File: config.mk
export PLATFORM = sky130hd
export DESIGN_NAME = greedy_word_wrap_rows_top
export DESIGN_NICKNAME = d
export VERILOG_FILES = /design/src/rtl/core/gwwr_pkg.sv /design/src/rtl/core/gwwr_out_stage.sv /design/src/rtl/core/greedy_word_wrap_rows_top.sv
export SDC_FILE = /design/constraint.sdc
export NUM_CORES = 1
export LEC_CHECK = 0
export ABC_AREA = 1
export ABC_CLOCK_PERIOD_IN_PS = 4100
export BUFFER_PORTS_ARGS = -buffer_cell sky130_fd_sc_hd__buf_2
export CAP_MARGIN = 20
export CORE_UTILIZATION = 45
export DETAILED_ROUTE_END_ITERATION = 12
export GPL_TIMING_DRIVEN = 0
export MAX_ROUTING_LAYER = met4
export PLACE_DENSITY_LB_ADDON = 0.2
export SLEW_MARGIN = 10
export SYNTH_ARGS = -nofsm -noshare
export SYNTH_HDL_FRONTEND = slang
export SYNTH_HIERARCHICAL = 1
export SYNTH_SLANG_ARGS = --single-unit
File: constraint.sdc
create_clock -name clk_i -period 4.1 [get_ports clk_i]
set_input_delay 0.205 -clock clk_i [delete_from_list [all_inputs] [get_ports clk_i]]
set_output_delay 0.205 -clock clk_i [all_outputs]
set_load 0.05 [all_outputs]
File: src/rtl/core/gwwr_pkg.sv
// ----------------------------------------------------------------------------
// gwwr_pkg
// shared constants and types of the greedy word wrap block
// ----------------------------------------------------------------------------
package gwwr_pkg;

  // size of the word buffer and row limits
  localparam int MaxCells = 32;
  localparam int MaxRows  = 16;

  localparam int CellW  = $clog2(MaxCells + 1);  // word / line lengths
  localparam int AddrW  = $clog2(MaxCells);      // word buffer address
  localparam int RowCntW = $clog2(MaxRows + 1);  // rows produced
  localparam int RowW   = $clog2(MaxRows);       // row index

  localparam logic [7:0] SpaceChar = 8'h20;

  // configuration register indexes
  localparam logic RegRowCells = 1'b0;
  localparam logic RegMaxRows  = 1'b1;

  // one result, without the last and done flags
  typedef struct packed {
    logic [7:0]         ch;
    logic [CellW-1:0]   col;
    logic [RowW-1:0]    row;
    logic               row_end;
    logic [RowCntW-1:0] total;
  } res_t;

  // sequencer to output stage
  typedef struct packed {
    logic emit;      // new result into the holding slot
    logic flush;     // item finished: release the held result as the last one
    logic text_end;  // item was the final byte of the text
  } oq_ctl_t;

  // output stage to sequencer
  typedef struct packed {
    logic emit_ok;
    logic push_ok;
    logic pend_valid;
  } oq_st_t;

endpackage

File: src/rtl/core/gwwr_out_stage.sv
// ----------------------------------------------------------------------------
// gwwr_out_stage
// holding slot plus output register; the last flag is set when a flush releases
// the held result
module gwwr_out_stage import gwwr_pkg::*; (
  input  logic        clk_i,
  input  logic        rst_ni,
  input  oq_ctl_t     ctl_i,
  input  res_t        res_i,
  output oq_st_t      st_o,
  output logic        m_axis_tvalid,
  input  logic        m_axis_tready,
  output logic [23:0] m_axis_tdata,  // out_char, column, row, rows_total, zero pad
  output logic [1:0]  m_axis_tuser,  // row_end, text_done
  output logic        m_axis_tlast
);

  logic pend_valid_q, pend_valid_d;
  res_t pend_q, pend_d;
  logic out_valid_q, out_valid_d;
  res_t out_res_q, out_res_d;
  logic out_last_q, out_last_d;
  logic out_done_q, out_done_d;
  logic push_ok;

  assign push_ok = !out_valid_q || m_axis_tready;

  assign st_o.push_ok    = push_ok;
  assign st_o.emit_ok    = !pend_valid_q || push_ok;
  assign st_o.pend_valid = pend_valid_q;

  always_comb begin
    pend_valid_d = pend_valid_q;
    pend_d       = pend_q;
    out_valid_d  = out_valid_q && !m_axis_tready;
    out_res_d    = out_res_q;
    out_last_d   = out_last_q;
    out_done_d   = out_done_q;
    if (ctl_i.emit) begin
      if (pend_valid_q) begin
        out_valid_d = 1'b1;
        out_res_d   = pend_q;
        out_last_d  = 1'b0;
        out_done_d  = 1'b0;
      end
      pend_valid_d = 1'b1;
      pend_d       = res_i;
    end else if (ctl_i.flush) begin
      if (pend_valid_q) begin
        out_valid_d  = 1'b1;
        out_res_d    = pend_q;
        out_last_d   = 1'b1;
        out_done_d   = ctl_i.text_end;
        pend_valid_d = 1'b0;
      end else if (ctl_i.text_end) begin
        // final byte gave nothing else: a bare done item
        out_valid_d       = 1'b1;
        out_res_d         = '0;
        out_res_d.total   = res_i.total;
        out_last_d        = 1'b1;
        out_done_d        = 1'b1;
      end
    end
  end

  always_ff @(posedge clk_i or negedge rst_ni) begin
    if (!rst_ni) begin
      pend_valid_q <= 1'b0;
      out_valid_q  <= 1'b0;
    end else begin
      pend_valid_q <= pend_valid_d;
      out_valid_q  <= out_valid_d;
    end
  end

  always_ff @(posedge clk_i) begin
    pend_q     <= pend_d;
    out_res_q  <= out_res_d;
    out_last_q <= out_last_d;
    out_done_q <= out_done_d;
  end

  assign m_axis_tvalid = out_valid_q;
  assign m_axis_tdata  = {1'b0, out_res_q.total, out_res_q.row, out_res_q.col, out_res_q.ch};
  assign m_axis_tuser  = {out_done_q, out_res_q.row_end};
  assign m_axis_tlast  = out_last_q;

endmodule

File: src/rtl/core/greedy_word_wrap_rows_top.sv
// ----------------------------------------------------------------------------
// greedy_word_wrap_rows_top
// greedy word wrap with hard split of long words, one text byte per transfer
// ----------------------------------------------------------------------------
// one byte at a time through Decide, Store (not for a skipped space), EndChk
// and Fin; placing a word adds Place, each replayed character Read and Emit
// (registered read of the word buffer), each joining space or row close its
// own state; a final byte adds its row closes; sink stalls add on top.
// a result waits in the holding slot until the next one is formed or the byte
// finishes, so the last one of each byte can carry tlast; reset clears state.
// ----------------------------------------------------------------------------
module greedy_word_wrap_rows_top import gwwr_pkg::*; (
  input  logic        clk_i,
  input  logic        rst_ni,
  // configuration write port
  input  logic        cfg_we_i,
  input  logic        cfg_addr_i,
  input  logic [5:0]  cfg_wdata_i,
  // text in
  input  logic        s_axis_tvalid,
  output logic        s_axis_tready,
  input  logic [7:0]  s_axis_tdata,  // text_byte
  input  logic        s_axis_tlast,  // end_of_text
  // placed characters and row ends out
  output logic        m_axis_tvalid,
  input  logic        m_axis_tready,
  output logic [23:0] m_axis_tdata,  // out_char, column, row, rows_total, zero pad
  output logic [1:0]  m_axis_tuser,  // row_end, text_done
  output logic        m_axis_tlast   // last
);

  // sequencer codes
  localparam logic [3:0] StIdle   = 4'd0;
  localparam logic [3:0] StDecide = 4'd1;
  localparam logic [3:0] StStore  = 4'd2;
  localparam logic [3:0] StPlace  = 4'd3;
  localparam logic [3:0] StSpace  = 4'd4;
  localparam logic [3:0] StRead   = 4'd5;
  localparam logic [3:0] StEmit   = 4'd6;
  localparam logic [3:0] StClose  = 4'd7;
  localparam logic [3:0] StEndChk = 4'd8;
  localparam logic [3:0] StEClose = 4'd9;
  localparam logic [3:0] StFin    = 4'd10;

  // configuration
  logic [CellW-1:0]   row_cells_q, row_cells_d;
  logic [RowCntW-1:0] max_rows_q, max_rows_d;
  logic [CellW-1:0]   cells_now;
  logic [RowCntW-1:0] lim_now;

  // sequencer and text state
  logic [3:0]         state_q, state_d;
  logic [3:0]         ret_q, ret_d;      // where a word placement returns to
  logic [3:0]         cnext_q, cnext_d;  // after a row close that did not halt
  logic [7:0]         byte_q, byte_d;
  logic               end_q, end_d;
  logic [CellW-1:0]   cells_q, cells_d;
  logic [RowCntW-1:0] lim_q, lim_d;
  logic [CellW-1:0]   wl_q, wl_d;
  logic [CellW-1:0]   line_q, line_d;
  logic [RowCntW-1:0] rows_q, rows_d;
  logic               halted_q, halted_d;
  logic [CellW-1:0]   cnt_q, cnt_d;
  logic [CellW-1:0]   idx_q, idx_d;
  logic               split_q, split_d;

  // word buffer
  logic [7:0] word_mem [MaxCells];
  logic [7:0] rd_data_q;
  logic       wr_en, rd_en;

  // output stage link
  oq_ctl_t ctl;
  oq_st_t  st;
  res_t    res;

  logic [CellW:0]     fit_sum;
  logic [RowCntW-1:0] rows_inc;
  logic               close_halts;
  logic               fin_ok;

  // clamp width and row limit into their legal ranges
  always_comb begin
    cells_now = row_cells_q;
    if (row_cells_q == '0) cells_now = CellW'(1);
    else if (row_cells_q > CellW'(MaxCells)) cells_now = CellW'(MaxCells);
    lim_now = max_rows_q;
    if (max_rows_q == '0) lim_now = RowCntW'(1);
    else if (max_rows_q > RowCntW'(MaxRows)) lim_now = RowCntW'(MaxRows);
  end

  always_comb begin
    row_cells_d = row_cells_q;
    max_rows_d  = max_rows_q;
    if (cfg_we_i) begin
      case (cfg_addr_i)
        RegRowCells: row_cells_d = cfg_wdata_i[CellW-1:0];
        RegMaxRows:  max_rows_d  = cfg_wdata_i[RowCntW-1:0];
        default:     ;
      endcase
    end
  end

  assign s_axis_tready = (state_q == StIdle);
  assign fit_sum       = {1'b0, line_q} + {1'b0, wl_q} + (CellW+1)'(1);
  assign rows_inc      = rows_q + RowCntW'(1);
  assign close_halts   = (rows_inc >= lim_q);
  // nothing to release and no done item owed: no need to wait for the sink
  assign fin_ok        = st.push_ok || (!st.pend_valid && !end_q);

  always_comb begin
    state_d  = state_q;
    ret_d    = ret_q;
    cnext_d  = cnext_q;
    byte_d   = byte_q;
    end_d    = end_q;
    cells_d  = cells_q;
    lim_d    = lim_q;
    wl_d     = wl_q;
    line_d   = line_q;
    rows_d   = rows_q;
    halted_d = halted_q;
    cnt_d    = cnt_q;
    idx_d    = idx_q;
    split_d  = split_q;
    wr_en    = 1'b0;
    rd_en    = 1'b0;
    ctl      = '0;
    ctl.text_end = end_q;
    res          = '0;
    res.col      = line_q;
    res.row      = rows_q[RowW-1:0];
    res.total    = rows_q;

    case (state_q)
      StIdle: begin
        if (s_axis_tvalid) begin
          byte_d  = s_axis_tdata;
          end_d   = s_axis_tlast;
          cells_d = cells_now;
          lim_d   = lim_now;
          // limit may have been lowered since the last byte
          if (rows_q >= lim_now) halted_d = 1'b1;
          // width may have been lowered mid-word
          if (wl_q > cells_now) wl_d = cells_now;
          state_d = StDecide;
        end
      end
      StDecide: begin
        if (halted_q) begin
          state_d = StEndChk;
        end else if (byte_q == SpaceChar) begin
          if (wl_q != '0) begin
            ret_d   = StEndChk;
            state_d = StPlace;
          end else begin
            state_d = StEndChk;
          end
        end else if (wl_q >= cells_q) begin
          // word too long: flush the open row, then a full-width chunk row
          cnt_d   = cells_q;
          idx_d   = '0;
          wl_d    = '0;
          split_d = 1'b1;
          ret_d   = StStore;
          if (line_q != '0) begin
            cnext_d = StRead;
            state_d = StClose;
          end else begin
            state_d = StRead;
          end
        end else begin
          state_d = StStore;
        end
      end
      StStore: begin
        if (!halted_q) begin
          wr_en = 1'b1;
          wl_d  = wl_q + CellW'(1);
        end
        state_d = StEndChk;
      end
      StPlace: begin
        cnt_d   = wl_q;
        idx_d   = '0;
        wl_d    = '0;
        split_d = 1'b0;
        if (line_q == '0) begin
          state_d = StRead;
        end else if (fit_sum <= {1'b0, cells_q}) begin
          state_d = StSpace;
        end else begin
          cnext_d = StRead;
          state_d = StClose;
        end
      end
      StSpace: begin
        if (st.emit_ok) begin
          ctl.emit = 1'b1;
          res.ch   = SpaceChar;
          line_d   = line_q + CellW'(1);
          state_d  = StRead;
        end
      end
      StRead: begin
        if (idx_q == cnt_q) begin
          if (split_q) begin
            split_d = 1'b0;
            cnext_d = ret_q;
            state_d = StClose;
          end else begin
            state_d = ret_q;
          end
        end else begin
          rd_en   = 1'b1;
          state_d = StEmit;
        end
      end
      StEmit: begin
        if (st.emit_ok) begin
          ctl.emit = 1'b1;
          res.ch   = rd_data_q;
          line_d   = line_q + CellW'(1);
          idx_d    = idx_q + CellW'(1);
          state_d  = StRead;
        end
      end
      StClose: begin
        if (st.emit_ok) begin
          ctl.emit    = 1'b1;
          res.row_end = 1'b1;
          res.total   = rows_inc;
          rows_d      = rows_inc;
          line_d      = '0;
          if (close_halts) begin
            halted_d = 1'b1;
            state_d  = ret_q;
          end else begin
            state_d  = cnext_q;
          end
        end
      end
      StEndChk: begin
        if (!end_q) begin
          state_d = StFin;
        end else if (!halted_q && wl_q != '0) begin
          ret_d   = StEClose;
          state_d = StPlace;
        end else begin
          state_d = StEClose;
        end
      end
      StEClose: begin
        // close the open row, or give one empty row if none was made
        if (!halted_q && (line_q != '0 || rows_q == '0)) begin
          ret_d   = StEClose;
          cnext_d = StEClose;
          state_d = StClose;
        end else begin
          state_d = StFin;
        end
      end
      StFin: begin
        if (fin_ok) begin
          ctl.flush = 1'b1;
          if (end_q) begin
            wl_d     = '0;
            line_d   = '0;
            rows_d   = '0;
            halted_d = 1'b0;
          end
          state_d = StIdle;
        end
      end
      default: state_d = StIdle;
    endcase
  end

  always_ff @(posedge clk_i or negedge rst_ni) begin
    if (!rst_ni) begin
      state_q     <= StIdle;
      row_cells_q <= CellW'(MaxCells);
      max_rows_q  <= RowCntW'(MaxRows);
      wl_q        <= '0;
      line_q      <= '0;
      rows_q      <= '0;
      halted_q    <= 1'b0;
      split_q     <= 1'b0;
    end else begin
      state_q     <= state_d;
      row_cells_q <= row_cells_d;
      max_rows_q  <= max_rows_d;
      wl_q        <= wl_d;
      line_q      <= line_d;
      rows_q      <= rows_d;
      halted_q    <= halted_d;
      split_q     <= split_d;
    end
  end

  always_ff @(posedge clk_i) begin
    ret_q   <= ret_d;
    cnext_q <= cnext_d;
    byte_q  <= byte_d;
    end_q   <= end_d;
    cells_q <= cells_d;
    lim_q   <= lim_d;
    cnt_q   <= cnt_d;
    idx_q   <= idx_d;
  end

  // word buffer: one write, one registered read
  always_ff @(posedge clk_i) begin
    if (wr_en) word_mem[wl_q[AddrW-1:0]] <= byte_q;
    if (rd_en) rd_data_q <= word_mem[idx_q[AddrW-1:0]];
  end

  gwwr_out_stage u_out (
    .clk_i         (clk_i),
    .rst_ni        (rst_ni),
    .ctl_i         (ctl),
    .res_i         (res),
    .st_o          (st),
    .m_axis_tvalid (m_axis_tvalid),
    .m_axis_tready (m_axis_tready),
    .m_axis_tdata  (m_axis_tdata),
    .m_axis_tuser  (m_axis_tuser),
    .m_axis_tlast  (m_axis_tlast)
  );

  a_emit_room: assert property (@(posedge clk_i) disable iff (!rst_ni)
    ctl.emit |-> st.emit_ok)
    else $error("result formed with no room in the output stage");

  a_idle_drained: assert property (@(posedge clk_i) disable iff (!rst_ni)
    s_axis_tready |-> !st.pend_valid)
    else $error("new byte taken while a result is still held back");

  a_rows_bound: assert property (@(posedge clk_i) disable iff (!rst_ni)
    rows_q <= RowCntW'(MaxRows))
    else $error("row count beyond the row limit");

  a_word_bound: assert property (@(posedge clk_i) disable iff (!rst_ni)
    wl_q <= CellW'(MaxCells))
    else $error("buffered word longer than the word buffer");

endmodule

==> metrics <==
final WL roughly 43000 µm; clk sink count roughly 390; clk slew on worst S/H paths 0.06 ns; Via Count around 12000; Die Ht slightly below 200 µm; Post-synth top cells 353 x edfxtp_1, 287 x nor2_1, 225 x nand2_1; fmax 298 MHz; CP Capture Type flop; ys async rst share 9.25%; Max Slew Vio Count 0; # nets final 1769; CP Launch Type flop; Ys Warns 6; Antenna Nets Post-Route 0; area delta synth->final 14.8%; top area cells in the synthesized netlist edfxtp_1 61%, nor2_1 6.2%, o21ai_0 5.1%, dfrtp_1 4.9%, nand2_1 4.9%; CP required 4.26 ns; Synth top area share 61.1%; largest net degree at the start of global routing 37; io pins 50; CTS tree built; first-pass GRT wire length 65600 µm; library cells used by synthesis 44; antenna diode count 0; worst-margin pin slew slightly below 1 ns; Tcrit/Tclk final 81.9%; Setup TNS 0 ns; total track usage between 20% and 30%; Power Density 670 nW/µm²; post-layout min period around 3.4 ns; initial antenna violation count 0; post-synthesis cell count around 1600; number of I/O port buffers 48; largest area contributor in the netlist edfxtp_1; number of flops mapped to enable cells by yosys roughly 350; initial detailed-routing violation count ~1100; Fillers between 3000 and 4000; outcome complete, no violations; most common cell in the netlist edfxtp_1; Max clock buf depth 3; Avg Inst Size Synth 10.9 µm²; Setup violations, final 0; number of global-route vias before repair 11200; full die area 39300 µm²; root buf cell clkbuf_16; Synth Net Count 1652; final core utilization 52.6%; TritonCTS buffer count 40; relative slew slack 34.2%; hpwl dp 30100 µm; Worst Skew 0.0183 ns; setup bufs post-CTS 0; register bit total from synthesis 389; worst hold path class in -> reg; Initial Utilization 45.9%; Crit Path Max Fanout 7; Final GP Congestion 0.923; RSZ-0062 raised after global routing false; share of cells above drive strength 1 approximately 10%; Vias per Instance ~5.3; Lkg Pwr 7.62 nW; worst ir drop on vdd 293 µV; Fin Hold WS between 0.02 and 0.025 ns; DR DRC count 0; global route overflow 0; total of max-cap violations 0; num rows a little over 70; sequential-to-total area share from yosys stat 66.3%; Clk Latency, worst-skew pair ~0.54 ns; DR WL/cell 19.0 µm; ys flop type edfxtp_1; htree depth 2; total power about 13 mW; core area 37800 µm²; Die X just under 200 µm; hold violation total from the final report 0; Crit path arrival time 3.52 ns; Crit Path Category reg -> reg; mapped cell area about 17000 µm²; TritonRoute pass-1 iters 5
==> logic make-up after synthesis <==
kind of cell / count (synthesis) / synth area share, %
compound gates: 295 / 9.46
xor+xnor: 9 / 0.454
fa+ha+maj: 44 / 3.22
buf+inv: 227 / 5.57
flops: 389 / 66.3
other cells: 1 / 0.0216
simple gates: 622 / 15.0
==> layer usage <==
metal,vias up,global-route usage [%],part of all wire [%]
met5,-,-,0
met2,392,33.7,44
met4,0,6.40,2.1
li1,5741,-,-
met1,5665,33.5,47
met3,60,3.39,6.4
==> path summary, 6_finish.rpt <==
path	start	endpoint	slack [ns]	depth (start not counted)
worst max-delay path	wl_q[0]$_DFFE_PN0P_	cnext_q[1]$_DFFE_PP_	0.74	15
worst min-delay path	cfg_we_i	row_cells_q[0]$_DFFE_PN0P_	0.02	4
worst max register to register	wl_q[0]$_DFFE_PN0P_	cnext_q[1]$_DFFE_PP_	0.74	15
worst min register to register	line_q[0]$_DFFE_PN0P_	u_out/pend_q[10]$_DFFE_PP_	0.48	0
max in group asynchronous	rst_ni	wl_q[1]$_DFFE_PN0P_	3.13	2
min in group asynchronous	rst_ni	u_out/pend_valid_q$_DFFE_PN0P_	0.37	2
==> what timing repair did <==
action / 4_1_cts / 5_1_grt
hold endpoints to repair: 55 / 0
hold buffers: 17 / 0
gates resized for setup: 0 / 0
==> cell type report <==
type	count	area (µm²)	share of cell area [%]
tap	511	639	3.21
sequential	389	11500	57.7
buffer	67	365	1.83
multi-input combinational	971	4900	24.6
clock inverter	21	114	0.572
timing repair buffer	75	636	3.19
inverter	160	601	3.01
clock buffer	53	1170	5.85
==> metrics by stage <==
step | cell area (µm²) | instances | setup slack (ns)
floorplan | 17400 | 1587 | 0.734
global placement | 18200 | 2146 | 0.132
detailed placement | 18400 | 2153 | 0.718
CTS | 19900 | 2244 | 0.694
global route | 19900 | 2247 | 0.438
finish | 19900 | 2247 | 0.744
==> power breakdown <==
part / leakage [nW] / total, mW / internal, mW / switching, mW
Sequential: 3.66 / 5.33 / 4.97 / 0.363
Combinational: 3.34 / 4.51 / 1.34 / 3.16
Clock: 0.623 / 3.51 / 2.01 / 1.50
Total: 7.62 / 13.3 / 8.32 / 5.03
==> flip-flops by register name, indices dropped and copies added (netlist names), 8 cells and up <==
| signal | count |
|---|---|
| u_out/pend_q | 24 |
| word_mem | 256 |
| rd_data_q | 8 |
| byte_q | 8 |
| u_out/m_axis_tdata | 23 |
==> critical path, cell delays in order (launching register included) <==
cell and delay [ns]:
dfrtp_1 0.42, inv_1 0.25, ha_1 0.21, inv_1 0.06
fa_1 0.39, nand2_1 0.08, nand2_1 0.07, nand2_1 0.09
xnor2_1 0.08, ha_1 0.30, nand2_1 0.07, nor2_1 0.09
nand4_1 0.09, nand2_1 0.14, a21oi_1 0.11, nor3_1 0.53
==> cell usage in the layout, fill, tap and decap left out, types with 28 or more instances in the layout <==
cell / count
o21ai_0: 176
o22ai_1: 33
nor2_1: 286
ha_1: 43
o211ai_1: 29
clkbuf_1: 42
buf_2: 63
nand2_1: 225
clkbuf_16: 45
edfxtp_1: 353
inv_1: 154
nand4_1: 28
nand3_1: 51
dfrtp_1: 34
Note: power is estimated with default switching activity, not from simulation.
